File: src/design/lai_pkg.sv
// Shared widths, constants and types for the launch arming interlock.
// No dependencies; every other file of the block imports this package.
package lai_pkg;

	localparam int unsigned IN_W       = 72;
	localparam int unsigned OUT_W      = 32;
	localparam int unsigned ALT_W      = 24;
	localparam int unsigned TIME_W     = 32;
	localparam int unsigned SPEED_W    = 24;
	localparam int unsigned SAT_W      = 6;
	localparam int unsigned LIMIT_W    = 16;
	localparam int unsigned DELAY_W    = 20;
	localparam int unsigned CFG_IDX_W  = 2;
	localparam int unsigned CFG_DATA_W = 20;

	// Altitude is in cm and time in ms, so mm/s needs a factor of 10 * 1000.
	localparam int unsigned SCALE_W     = 14;
	localparam logic [SCALE_W-1:0] SPEED_SCALE = 14'd10000;
	localparam int unsigned PROD_W      = ALT_W + SCALE_W;

	localparam logic [LIMIT_W-1:0] LIMIT_RESET = 16'd50;
	localparam logic [DELAY_W-1:0] DELAY_RESET = 20'd10000;
	localparam logic [SAT_W-1:0]   SATS_RESET  = 6'd3;

	typedef enum logic [CFG_IDX_W-1:0] {
		CFG_SPEED_LIMIT = 2'd0,
		CFG_ARM_DELAY   = 2'd1,
		CFG_MIN_SATS    = 2'd2
	} cfg_idx_t;

	// Request to the speed divider: start pulse, altitude change and elapsed time.
	typedef struct packed {
		logic               start;
		logic [ALT_W-1:0]   mag;
		logic [TIME_W-1:0]  dt;
	} div_req_t;

	// Response: one-cycle done pulse with the saturated quotient.
	typedef struct packed {
		logic               done;
		logic [SPEED_W-1:0] quot;
	} div_rsp_t;

endpackage

File: src/design/lai_div.sv
// Bit-serial speed divider: floor(mag * 10000 / dt), saturated to 24 bits.
// Depends on lai_pkg for widths, the scale constant and the request types.
module lai_div import lai_pkg::*; (
	input  logic     clk,
	input  logic     arst_n,
	input  div_req_t req,
	output div_rsp_t rsp
);

	localparam int unsigned HI_W  = PROD_W - SPEED_W;
	localparam int unsigned CNT_W = $clog2(SPEED_W);
	localparam logic [CNT_W-1:0] CNT_LAST = CNT_W'(SPEED_W - 1);

	typedef enum logic [3:0] {
		D_IDLE = 4'b0001,
		D_MUL  = 4'b0010,
		D_CHK  = 4'b0100,
		D_RUN  = 4'b1000
	} div_state_t;

	div_state_t         state_q;
	logic               done_q;
	logic [CNT_W-1:0]   cnt_q;
	logic [ALT_W-1:0]   mag_q;
	logic [TIME_W-1:0]  dt_q;
	logic [PROD_W-1:0]  prod_q;
	logic [TIME_W-1:0]  rem_q;
	logic [SPEED_W-1:0] low_q;
	logic [SPEED_W-1:0] quot_q;

	logic [HI_W-1:0]    prod_hi;
	logic               sat;
	logic [TIME_W:0]    trial;
	logic [TIME_W:0]    trial_diff;
	logic               fits;

	// The quotient overflows 24 bits exactly when the upper product bits reach dt.
	assign prod_hi    = prod_q[PROD_W-1:SPEED_W];
	assign sat        = {{(TIME_W-HI_W){1'b0}}, prod_hi} >= dt_q;
	assign trial      = {rem_q, low_q[SPEED_W-1]};
	assign fits       = trial >= {1'b0, dt_q};
	assign trial_diff = trial - {1'b0, dt_q};

	always_ff @(posedge clk or negedge arst_n) begin
		if (!arst_n) begin
			state_q <= D_IDLE;
			done_q  <= 1'b0;
			cnt_q   <= '0;
		end else begin
			done_q <= 1'b0;
			unique case (state_q)
				D_IDLE: begin
					if (req.start) begin
						state_q <= D_MUL;
					end
				end
				D_MUL: begin
					state_q <= D_CHK;
				end
				D_CHK: begin
					cnt_q <= '0;
					if (sat) begin
						done_q  <= 1'b1;
						state_q <= D_IDLE;
					end else begin
						state_q <= D_RUN;
					end
				end
				D_RUN: begin
					cnt_q <= cnt_q + 1'b1;
					if (cnt_q == CNT_LAST) begin
						done_q  <= 1'b1;
						state_q <= D_IDLE;
					end
				end
				default: begin
					state_q <= D_IDLE;
				end
			endcase
		end
	end

	always_ff @(posedge clk) begin
		if (state_q == D_IDLE && req.start) begin
			mag_q <= req.mag;
			dt_q  <= req.dt;
		end
		if (state_q == D_MUL) begin
			prod_q <= PROD_W'(mag_q) * PROD_W'(SPEED_SCALE);
		end
		if (state_q == D_CHK) begin
			rem_q  <= {{(TIME_W-HI_W){1'b0}}, prod_hi};
			low_q  <= prod_q[SPEED_W-1:0];
			quot_q <= sat ? {SPEED_W{1'b1}} : '0;
		end
		if (state_q == D_RUN) begin
			rem_q  <= fits ? trial_diff[TIME_W-1:0] : trial[TIME_W-1:0];
			low_q  <= {low_q[SPEED_W-2:0], 1'b0};
			quot_q <= {quot_q[SPEED_W-2:0], fits};
		end
	end

	assign rsp.done = done_q;
	assign rsp.quot = quot_q;

endmodule

File: src/design/launch_arming_interlock.sv
// Top level of the launch arming interlock: request handling, flags and arming timer.
// Depends on lai_pkg and instantiates the bit-serial divider lai_div.
//
// Usage: each request on the s_ side is one pass of the control loop: button
// levels, a decoded GPS fix (if any) and the millisecond time. For every
// request exactly one result leaves on the m_ side with the two acknowledge
// LEDs, the GPS LED, the arm LED and the current vertical speed in mm/s.
// The cfg channel writes the speed limit, the arming delay and the minimum
// satellite count; cfg_ready is always high and writes are meant for idle time.
//
// Sequencing: one request is worked on at a time; a new one is taken only after
// the last has left its result in the output register. A pass without a new
// speed goes straight to the final stage. A pass that yields a new speed runs
// the serial divider (a multiply step, an overflow check, then one quotient bit
// per cycle over 24 bits) before the final stage; an overflowing speed is
// settled after the check and skips the bit loop.
//
// Reset (arst_n low) clears all flags, the previous fix, the speed and the
// timer, and loads the register defaults. The result sits in an output register:
// when the receiver stalls it holds there, the next request is still accepted,
// and that request finishes only once the waiting result has been taken.
module launch_arming_interlock import lai_pkg::*; (
	input  logic                  clk,
	input  logic                  arst_n,
	input  logic                  s_tvalid,
	output logic                  s_tready,
	// Bits from 0 up: operator_button, separation_button, fix_present,
	// satellite_count[5:0], location_ok, altitude_ok, altitude_cm[23:0],
	// now_ms[31:0], zero padding.
	input  logic [IN_W-1:0]       s_tdata,
	output logic                  m_tvalid,
	input  logic                  m_tready,
	// Bits from 0 up: operator_led, separation_led, gps_led, arm_led,
	// vertical_speed[23:0], zero padding.
	output logic [OUT_W-1:0]      m_tdata,
	input  logic                  cfg_valid,
	output logic                  cfg_ready,
	input  logic [CFG_IDX_W-1:0]  cfg_index,
	input  logic [CFG_DATA_W-1:0] cfg_data
);

	typedef enum logic [2:0] {
		ST_IDLE = 3'b001,
		ST_DIV  = 3'b010,
		ST_FIN  = 3'b100
	} state_t;

	state_t state_q;

	// Configuration registers.
	logic [LIMIT_W-1:0] limit_q;
	logic [DELAY_W-1:0] delay_q;
	logic [SAT_W-1:0]   min_sats_q;

	// Loop state.
	logic               op_prev_q;
	logic               sep_prev_q;
	logic               op_ack_q;
	logic               sep_ack_q;
	logic               fix_valid_q;
	logic               have_prev_q;
	logic [ALT_W-1:0]   prev_alt_q;
	logic [TIME_W-1:0]  prev_time_q;
	logic [SPEED_W-1:0] speed_q;
	logic               timing_active_q;
	logic [TIME_W-1:0]  timing_start_q;

	// Time of the request under work, and the output register.
	logic [TIME_W-1:0]  now_q;
	logic               m_tvalid_q;
	logic [OUT_W-1:0]   m_tdata_q;

	// Unpacked request fields.
	logic               in_op;
	logic               in_sep;
	logic               in_present;
	logic [SAT_W-1:0]   in_sats;
	logic               in_loc_ok;
	logic               in_alt_ok;
	logic [ALT_W-1:0]   in_alt;
	logic [TIME_W-1:0]  in_now;

	assign in_op      = s_tdata[0];
	assign in_sep     = s_tdata[1];
	assign in_present = s_tdata[2];
	assign in_sats    = s_tdata[8:3];
	assign in_loc_ok  = s_tdata[9];
	assign in_alt_ok  = s_tdata[10];
	assign in_alt     = s_tdata[34:11];
	assign in_now     = s_tdata[66:35];

	logic               accept;
	logic               fix_ok;
	logic [TIME_W-1:0]  dt;
	logic [ALT_W:0]     alt_diff;
	logic [ALT_W-1:0]   alt_mag;
	logic               need_div;
	div_req_t           div_req;
	div_rsp_t           div_rsp;

	assign s_tready = (state_q == ST_IDLE);
	assign accept   = s_tvalid && s_tready;

	// A fix counts when enough satellites are in use and both position flags are set.
	assign fix_ok   = (in_sats >= min_sats_q) && in_loc_ok && in_alt_ok;
	assign dt       = in_now - prev_time_q;
	// The altitude change of two 24-bit values needs 25 bits; its magnitude fits 24.
	assign alt_diff = {in_alt[ALT_W-1], in_alt} - {prev_alt_q[ALT_W-1], prev_alt_q};
	assign alt_mag  = alt_diff[ALT_W] ? ALT_W'(~alt_diff + 1'b1) : alt_diff[ALT_W-1:0];
	// A speed is computed only against an earlier fix and a nonzero time step.
	assign need_div = in_present && fix_ok && have_prev_q && (dt != '0);

	assign div_req.start = accept && need_div;
	assign div_req.mag   = alt_mag;
	assign div_req.dt    = dt;

	lai_div u_div (
		.clk    (clk),
		.arst_n (arst_n),
		.req    (div_req),
		.rsp    (div_rsp)
	);

	// Final stage: the LEDs and the arming timer, evaluated with the updated speed.
	logic               out_load;
	logic               gps_ok;
	logic               arm_ok;
	logic [TIME_W-1:0]  elapsed;
	logic               arm;

	assign out_load = (state_q == ST_FIN) && (!m_tvalid_q || m_tready);
	assign gps_ok   = fix_valid_q && (speed_q < {{(SPEED_W-LIMIT_W){1'b0}}, limit_q});
	assign arm_ok   = op_ack_q && sep_ack_q && gps_ok;
	// A timer that starts in this pass starts at now, so the elapsed time is zero.
	assign elapsed  = timing_active_q ? (now_q - timing_start_q) : '0;
	assign arm      = arm_ok && (elapsed >= {{(TIME_W-DELAY_W){1'b0}}, delay_q});

	always_ff @(posedge clk or negedge arst_n) begin
		if (!arst_n) begin
			state_q         <= ST_IDLE;
			op_prev_q       <= 1'b0;
			sep_prev_q      <= 1'b0;
			op_ack_q        <= 1'b0;
			sep_ack_q       <= 1'b0;
			fix_valid_q     <= 1'b0;
			have_prev_q     <= 1'b0;
			prev_alt_q      <= '0;
			prev_time_q     <= '0;
			speed_q         <= '0;
			timing_active_q <= 1'b0;
			timing_start_q  <= '0;
			m_tvalid_q      <= 1'b0;
		end else begin
			unique case (state_q)
				ST_IDLE: begin
					if (accept) begin
						// A rising edge on a button toggles its acknowledge flag.
						op_ack_q   <= op_ack_q ^ (in_op && !op_prev_q);
						sep_ack_q  <= sep_ack_q ^ (in_sep && !sep_prev_q);
						op_prev_q  <= in_op;
						sep_prev_q <= in_sep;
						if (in_present) begin
							fix_valid_q <= fix_ok;
							if (fix_ok) begin
								prev_alt_q  <= in_alt;
								prev_time_q <= in_now;
								have_prev_q <= 1'b1;
							end
						end
						state_q <= need_div ? ST_DIV : ST_FIN;
					end
				end
				ST_DIV: begin
					if (div_rsp.done) begin
						speed_q <= div_rsp.quot;
						state_q <= ST_FIN;
					end
				end
				ST_FIN: begin
					if (out_load) begin
						if (arm_ok) begin
							if (!timing_active_q) begin
								timing_start_q <= now_q;
							end
							timing_active_q <= 1'b1;
						end else begin
							timing_active_q <= 1'b0;
							timing_start_q  <= '0;
						end
						state_q <= ST_IDLE;
					end
				end
				default: begin
					state_q <= ST_IDLE;
				end
			endcase

			if (out_load) begin
				m_tvalid_q <= 1'b1;
			end else if (m_tready) begin
				m_tvalid_q <= 1'b0;
			end
		end
	end

	always_ff @(posedge clk) begin
		if (accept) begin
			now_q <= in_now;
		end
		if (out_load) begin
			m_tdata_q <= {{(OUT_W-SPEED_W-4){1'b0}}, speed_q, arm, gps_ok, sep_ack_q, op_ack_q};
		end
	end

	assign m_tvalid = m_tvalid_q;
	assign m_tdata  = m_tdata_q;

	// Register writes; an index past the list is dropped.
	assign cfg_ready = 1'b1;

	always_ff @(posedge clk or negedge arst_n) begin
		if (!arst_n) begin
			limit_q    <= LIMIT_RESET;
			delay_q    <= DELAY_RESET;
			min_sats_q <= SATS_RESET;
		end else if (cfg_valid && cfg_ready) begin
			unique case (cfg_index)
				CFG_SPEED_LIMIT: limit_q    <= cfg_data[LIMIT_W-1:0];
				CFG_ARM_DELAY:   delay_q    <= cfg_data[DELAY_W-1:0];
				CFG_MIN_SATS:    min_sats_q <= cfg_data[SAT_W-1:0];
				default: begin
				end
			endcase
		end
	end

endmodule

File: config.mk
export PLATFORM = sky130hd
export DESIGN_NAME = launch_arming_interlock
export DESIGN_NICKNAME = d
export VERILOG_FILES = /design/src/design/lai_pkg.sv /design/src/design/lai_div.sv /design/src/design/launch_arming_interlock.sv
export SDC_FILE = /design/constraint.sdc
export NUM_CORES = 1
export LEC_CHECK = 0
export BUFFER_PORTS_ARGS = -buffer_cell sky130_fd_sc_hd__buf_2
export CORE_AREA = 2 2 160 319
export CTS_CLUSTER_DIAMETER = 120
export CTS_CLUSTER_SIZE = 12
export DETAILED_ROUTE_END_ITERATION = 7
export DIE_AREA = 0 0 162 321
export HOLD_SLACK_MARGIN = 0.1
export PLACE_DENSITY = 0.72
export SYNTH_ARGS = -nofsm -noshare
export SYNTH_HDL_FRONTEND = slang
export SYNTH_HIERARCHICAL = 1
export SYNTH_SLANG_ARGS = --single-unit
File: constraint.sdc
create_clock -name clk -period 10.3 [get_ports clk]
set_clock_uncertainty 0.1 [all_clocks]
set_input_delay 0.515 -clock clk [delete_from_list [all_inputs] [get_ports clk]]
set_output_delay 0.515 -clock clk [all_outputs]
set_load 0.02 [all_outputs]
==> flow_metrics.tcl <==
set metrics [dict create \
    cts.clk_slew.worst_paths_ns 0.06 \
    synth_top_cell_by_area "edfxtp_1" \
    syn_area_per_cell_sq_um 10.29 \
    status "completed" \
    fin_crit_sh_pct 54.12 \
    met1_usage_pct 29.38 \
    multiInputGateArea_sq_um 14340 \
    netlist_area_sq_um 27080 \
    ys.flop_type "edfxtp_1" \
    track_usage_pct 22.08 \
    num_rows 116 \
    ys_seq_elements 401 \
    dp_hpwl_mm 42.45 \
    pin_count 134 \
    grt-busiest-layer "met2" \
    grt_pass1_wl_mm 94.35 \
    finalNonFillerCells 3499 \
    peakVddDrop_v 0.0002066 \
    core-area_sq_um 49640 \
    tightest_slew_ns 1.220 \
    grt_max_degree 69 \
    hold_path.class "in -> reg" \
    drive_above_1_share_pct 12.25 \
    vias 19430 \
    ff_latch_area_sq_um 11180 \
    rr_worst_depth 21 \
    place_congestion 0.8916 \
    final.fill_count 4150 \
    synthDistinctLibCells 94 \
    cts_sinks 401 \
    synth_cells 2631 \
    clock.fmax_mhz 179.4 \
    p_leak_uw 0.01360 \
    wl_per_cell_um 16.14 \
    cp-end-kind "flop" \
    utilization_pct 60.97 \
    rsz0062_at_grt "no" \
    dr.first_iter.drc_count 1116 \
    synthToLayoutAreaGrowth_pct 11.76 \
    grt_use_met3_pct 2.360 \
    dp_cells 3351 \
    setup_violations 0 \
    p_per_area_nw_per_um2 193.5 \
    numCtsBuffers 39 \
    cap_viol_max_count 0 \
    critPathLaunchType "flop" \
    drt-pass1-iter-count 5 \
    async_flop_share_pct 43.64 \
    htreeDepth 2 \
    start_util_pct 54.55 \
    min_path_cells 1 \
    grt_pass1_vias 19290 \
    layout.nets 3249 \
    via_per_inst 5.552 \
    slew_headroom_pct 18.00 \
    die_h_um 321 \
    drt_wl_total_mm 56.47 \
    drc 0 \
    die_width_um 162 \
    clk_latency_ns 0.58 \
    worstPathMaxFanout 5 \
    io_buffers 123 \
    seq_area_frac_synth_pct 41.29 \
    grt_use_met2_pct 37.51 \
    yosys_warnings 6 \
    cp_data_required_time_ns 10.51 \
    postRouteAntennaNets 0 \
    synth_edf_count 226 \
    final_area_sq_um 30260 \
    synth_top_area_share_pct 25.06 \
    cts_setup_buffers 0 \
    dieArea_sq_um 52000 \
    cp_data_arrival_time_ns 5.79 \
    slew_viol_final 0 \
    clock_tree.buffer_depth 3 \
    hold_slack_ns 0.1399 \
    root_buffer "clkbuf_16" \
    grt_overflow_total 0 \
    synth.area.top_cells "edfxtp_1 25%, dfrtp_1 15%, ha_1 12%" \
    finalCriticalPeriod_ns 5.574 \
    grt_antenna_before_repair 1 \
    cts_tree "yes" \
    report.final.hold_viol_count 0 \
    placed_cell_area_sq_um 28350 \
    path_class "reg -> reg" \
    tns_ns 0 \
]
## metal layers
layer  up-vias  wire, um
li1       9643         -
met4         2      1681
met2       398     27150
met3        91      1953
met5         -        13
met1      9293     25660
## path summary, 6_finish.rpt
kind | endpoint | slack (ns) | from
setup / recovery | u_div/prod_q[37] | 4.73 | u_div/mag_q[4]
hold / removal | now_q[30] | 0.14 | s_tdata[65]
setup reg to reg | u_div/prod_q[37] | 4.73 | u_div/mag_q[4]
hold reg to reg | m_tdata[22] | 0.38 | speed_q[18]
max in group asynchronous | prev_alt_q[14] | 7.81 | arst_n
min in group asynchronous | speed_q[5] | 0.38 | arst_n
## report_power, final
part | total (uW) | internal [uW] | switching (uW)
clock network | 1360 | 727 | 637
registers | 2080 | 1990 | 87.2
logic | 2410 | 1040 | 1370
total | 5850 | 3760 | 2090
## layout make-up
class | count | area share, %
Clock buffer | 68 | 3.585
Inverter | 343 | 4.254
Timing Repair Buffer | 212 | 4.883
Clock inverter | 4 | 0.2605
Tap cell | 649 | 2.683
Sequential cell | 401 | 36.95
Antenna cell | 1 | 0.008269
Multi-Input combinational cell | 1821 | 47.38
## cell usage in the layout, fill, tap and decap left out, types with 63 or more instances in the layout
cell type      synthesis  layout
a21o_1                77      77
a21oi_1              149     149
buf_2                  2     122
dfrtp_1              163     163
dlygate4sd3_1          0      75
edfxtp_1             226     226
fa_1                  63      63
ha_1                 269     269
inv_1                343     342
mux2_2               109     109
nand2_1              239     238
nor2_1               137     135
o21ai_0              109     109
xnor2_1               96      96
## flip-flops by register name (all words and copies together), names as in the netlist, 3 cells and up
signal / count
limit_q: 16
m_tdata: 28
u_div/dt_q: 32
u_div/quot_q: 24
delay_q: 20
u_div/cnt_q: 5
state_q: 3
u_div/prod_q: 34
prev_time_q: 32
min_sats_q: 6
prev_alt_q: 24
u_div/state_q: 4
u_div/mag_q: 24
now_q: 32
u_div/low_q: 20
timing_start_q: 32
u_div/rem_q: 32
speed_q: 24
## Yosys cell counts (9+ instances only)
master    number
edfxtp_1     226
inv_1        343
a211oi_1      19
nor4_1        18
a21o_1        77
o21bai_1       9
and3_1        18
a21oi_1      149
or3_1          9
nand4_1       23
nand2b_1      27
a31oi_1       17
nand3_1       36
o21ai_1       16
o21a_1        22
nor3_1        24
o31ai_1        9
o211ai_1      17
xnor2_1       96
clkbuf_1      50
a22o_1        40
nor2_1       137
nor2b_1       23
fa_1          63
xor2_1        47
and2_1        14
ha_1         269
dfrtp_1      163
mux2i_1       21
nor3b_1       11
o21ai_0      109
nand3b_1      14
mux2_2       109
nand2_1      239
dfstp_2       12
## stage by stage
step | worst slack, ns | power, uW
2_1_floorplan | 1.401 | 3983
3_3_place_gp | 4.810 | 4417
3_5_place_dp | 4.808 | 4477
4_1_cts | 4.722 | 5899
5_1_grt | 4.425 | 6290
6_report | 4.726 | 5854
## worst max-delay path, cell delays in order, from the launching register on
cell,delay (ns)
edfxtp_1,0.42
inv_1,0.14
fa_1,0.55
inv_1,0.04
ha_1,0.26
inv_1,0.05
fa_1,0.52
inv_1,0.04
ha_1,0.26
inv_1,0.05
fa_1,0.49
inv_1,0.04
ha_1,0.36
nand3_1,0.11
o2bb2ai_1,0.26
o2111ai_1,0.20
a21oi_1,0.15
nand2b_1,0.16
o221ai_1,0.22
o31ai_1,0.49
a311oi_1,0.22
xnor2_1,0.17
## repair_timing
item	CTS	global route
hold endpoints to repair	148	0
gates resized for setup	0	0
hold buffers	75	0
## kinds of logic after synthesis
group                    Yosys count  synth area share [%]
AND/OR/NAND/NOR                  633                 11.33
other                              2               0.02774
multiplexers                     130                 5.309
XOR/XNOR                         143                 4.625
flip-flops                       401                 41.29
AO/OA/AOI/OAI                    578                 14.33
buffers and inverters            412                 5.993
adder cells (fa/ha/maj)          332                 17.09
Power figures use the tool's default switching activity.
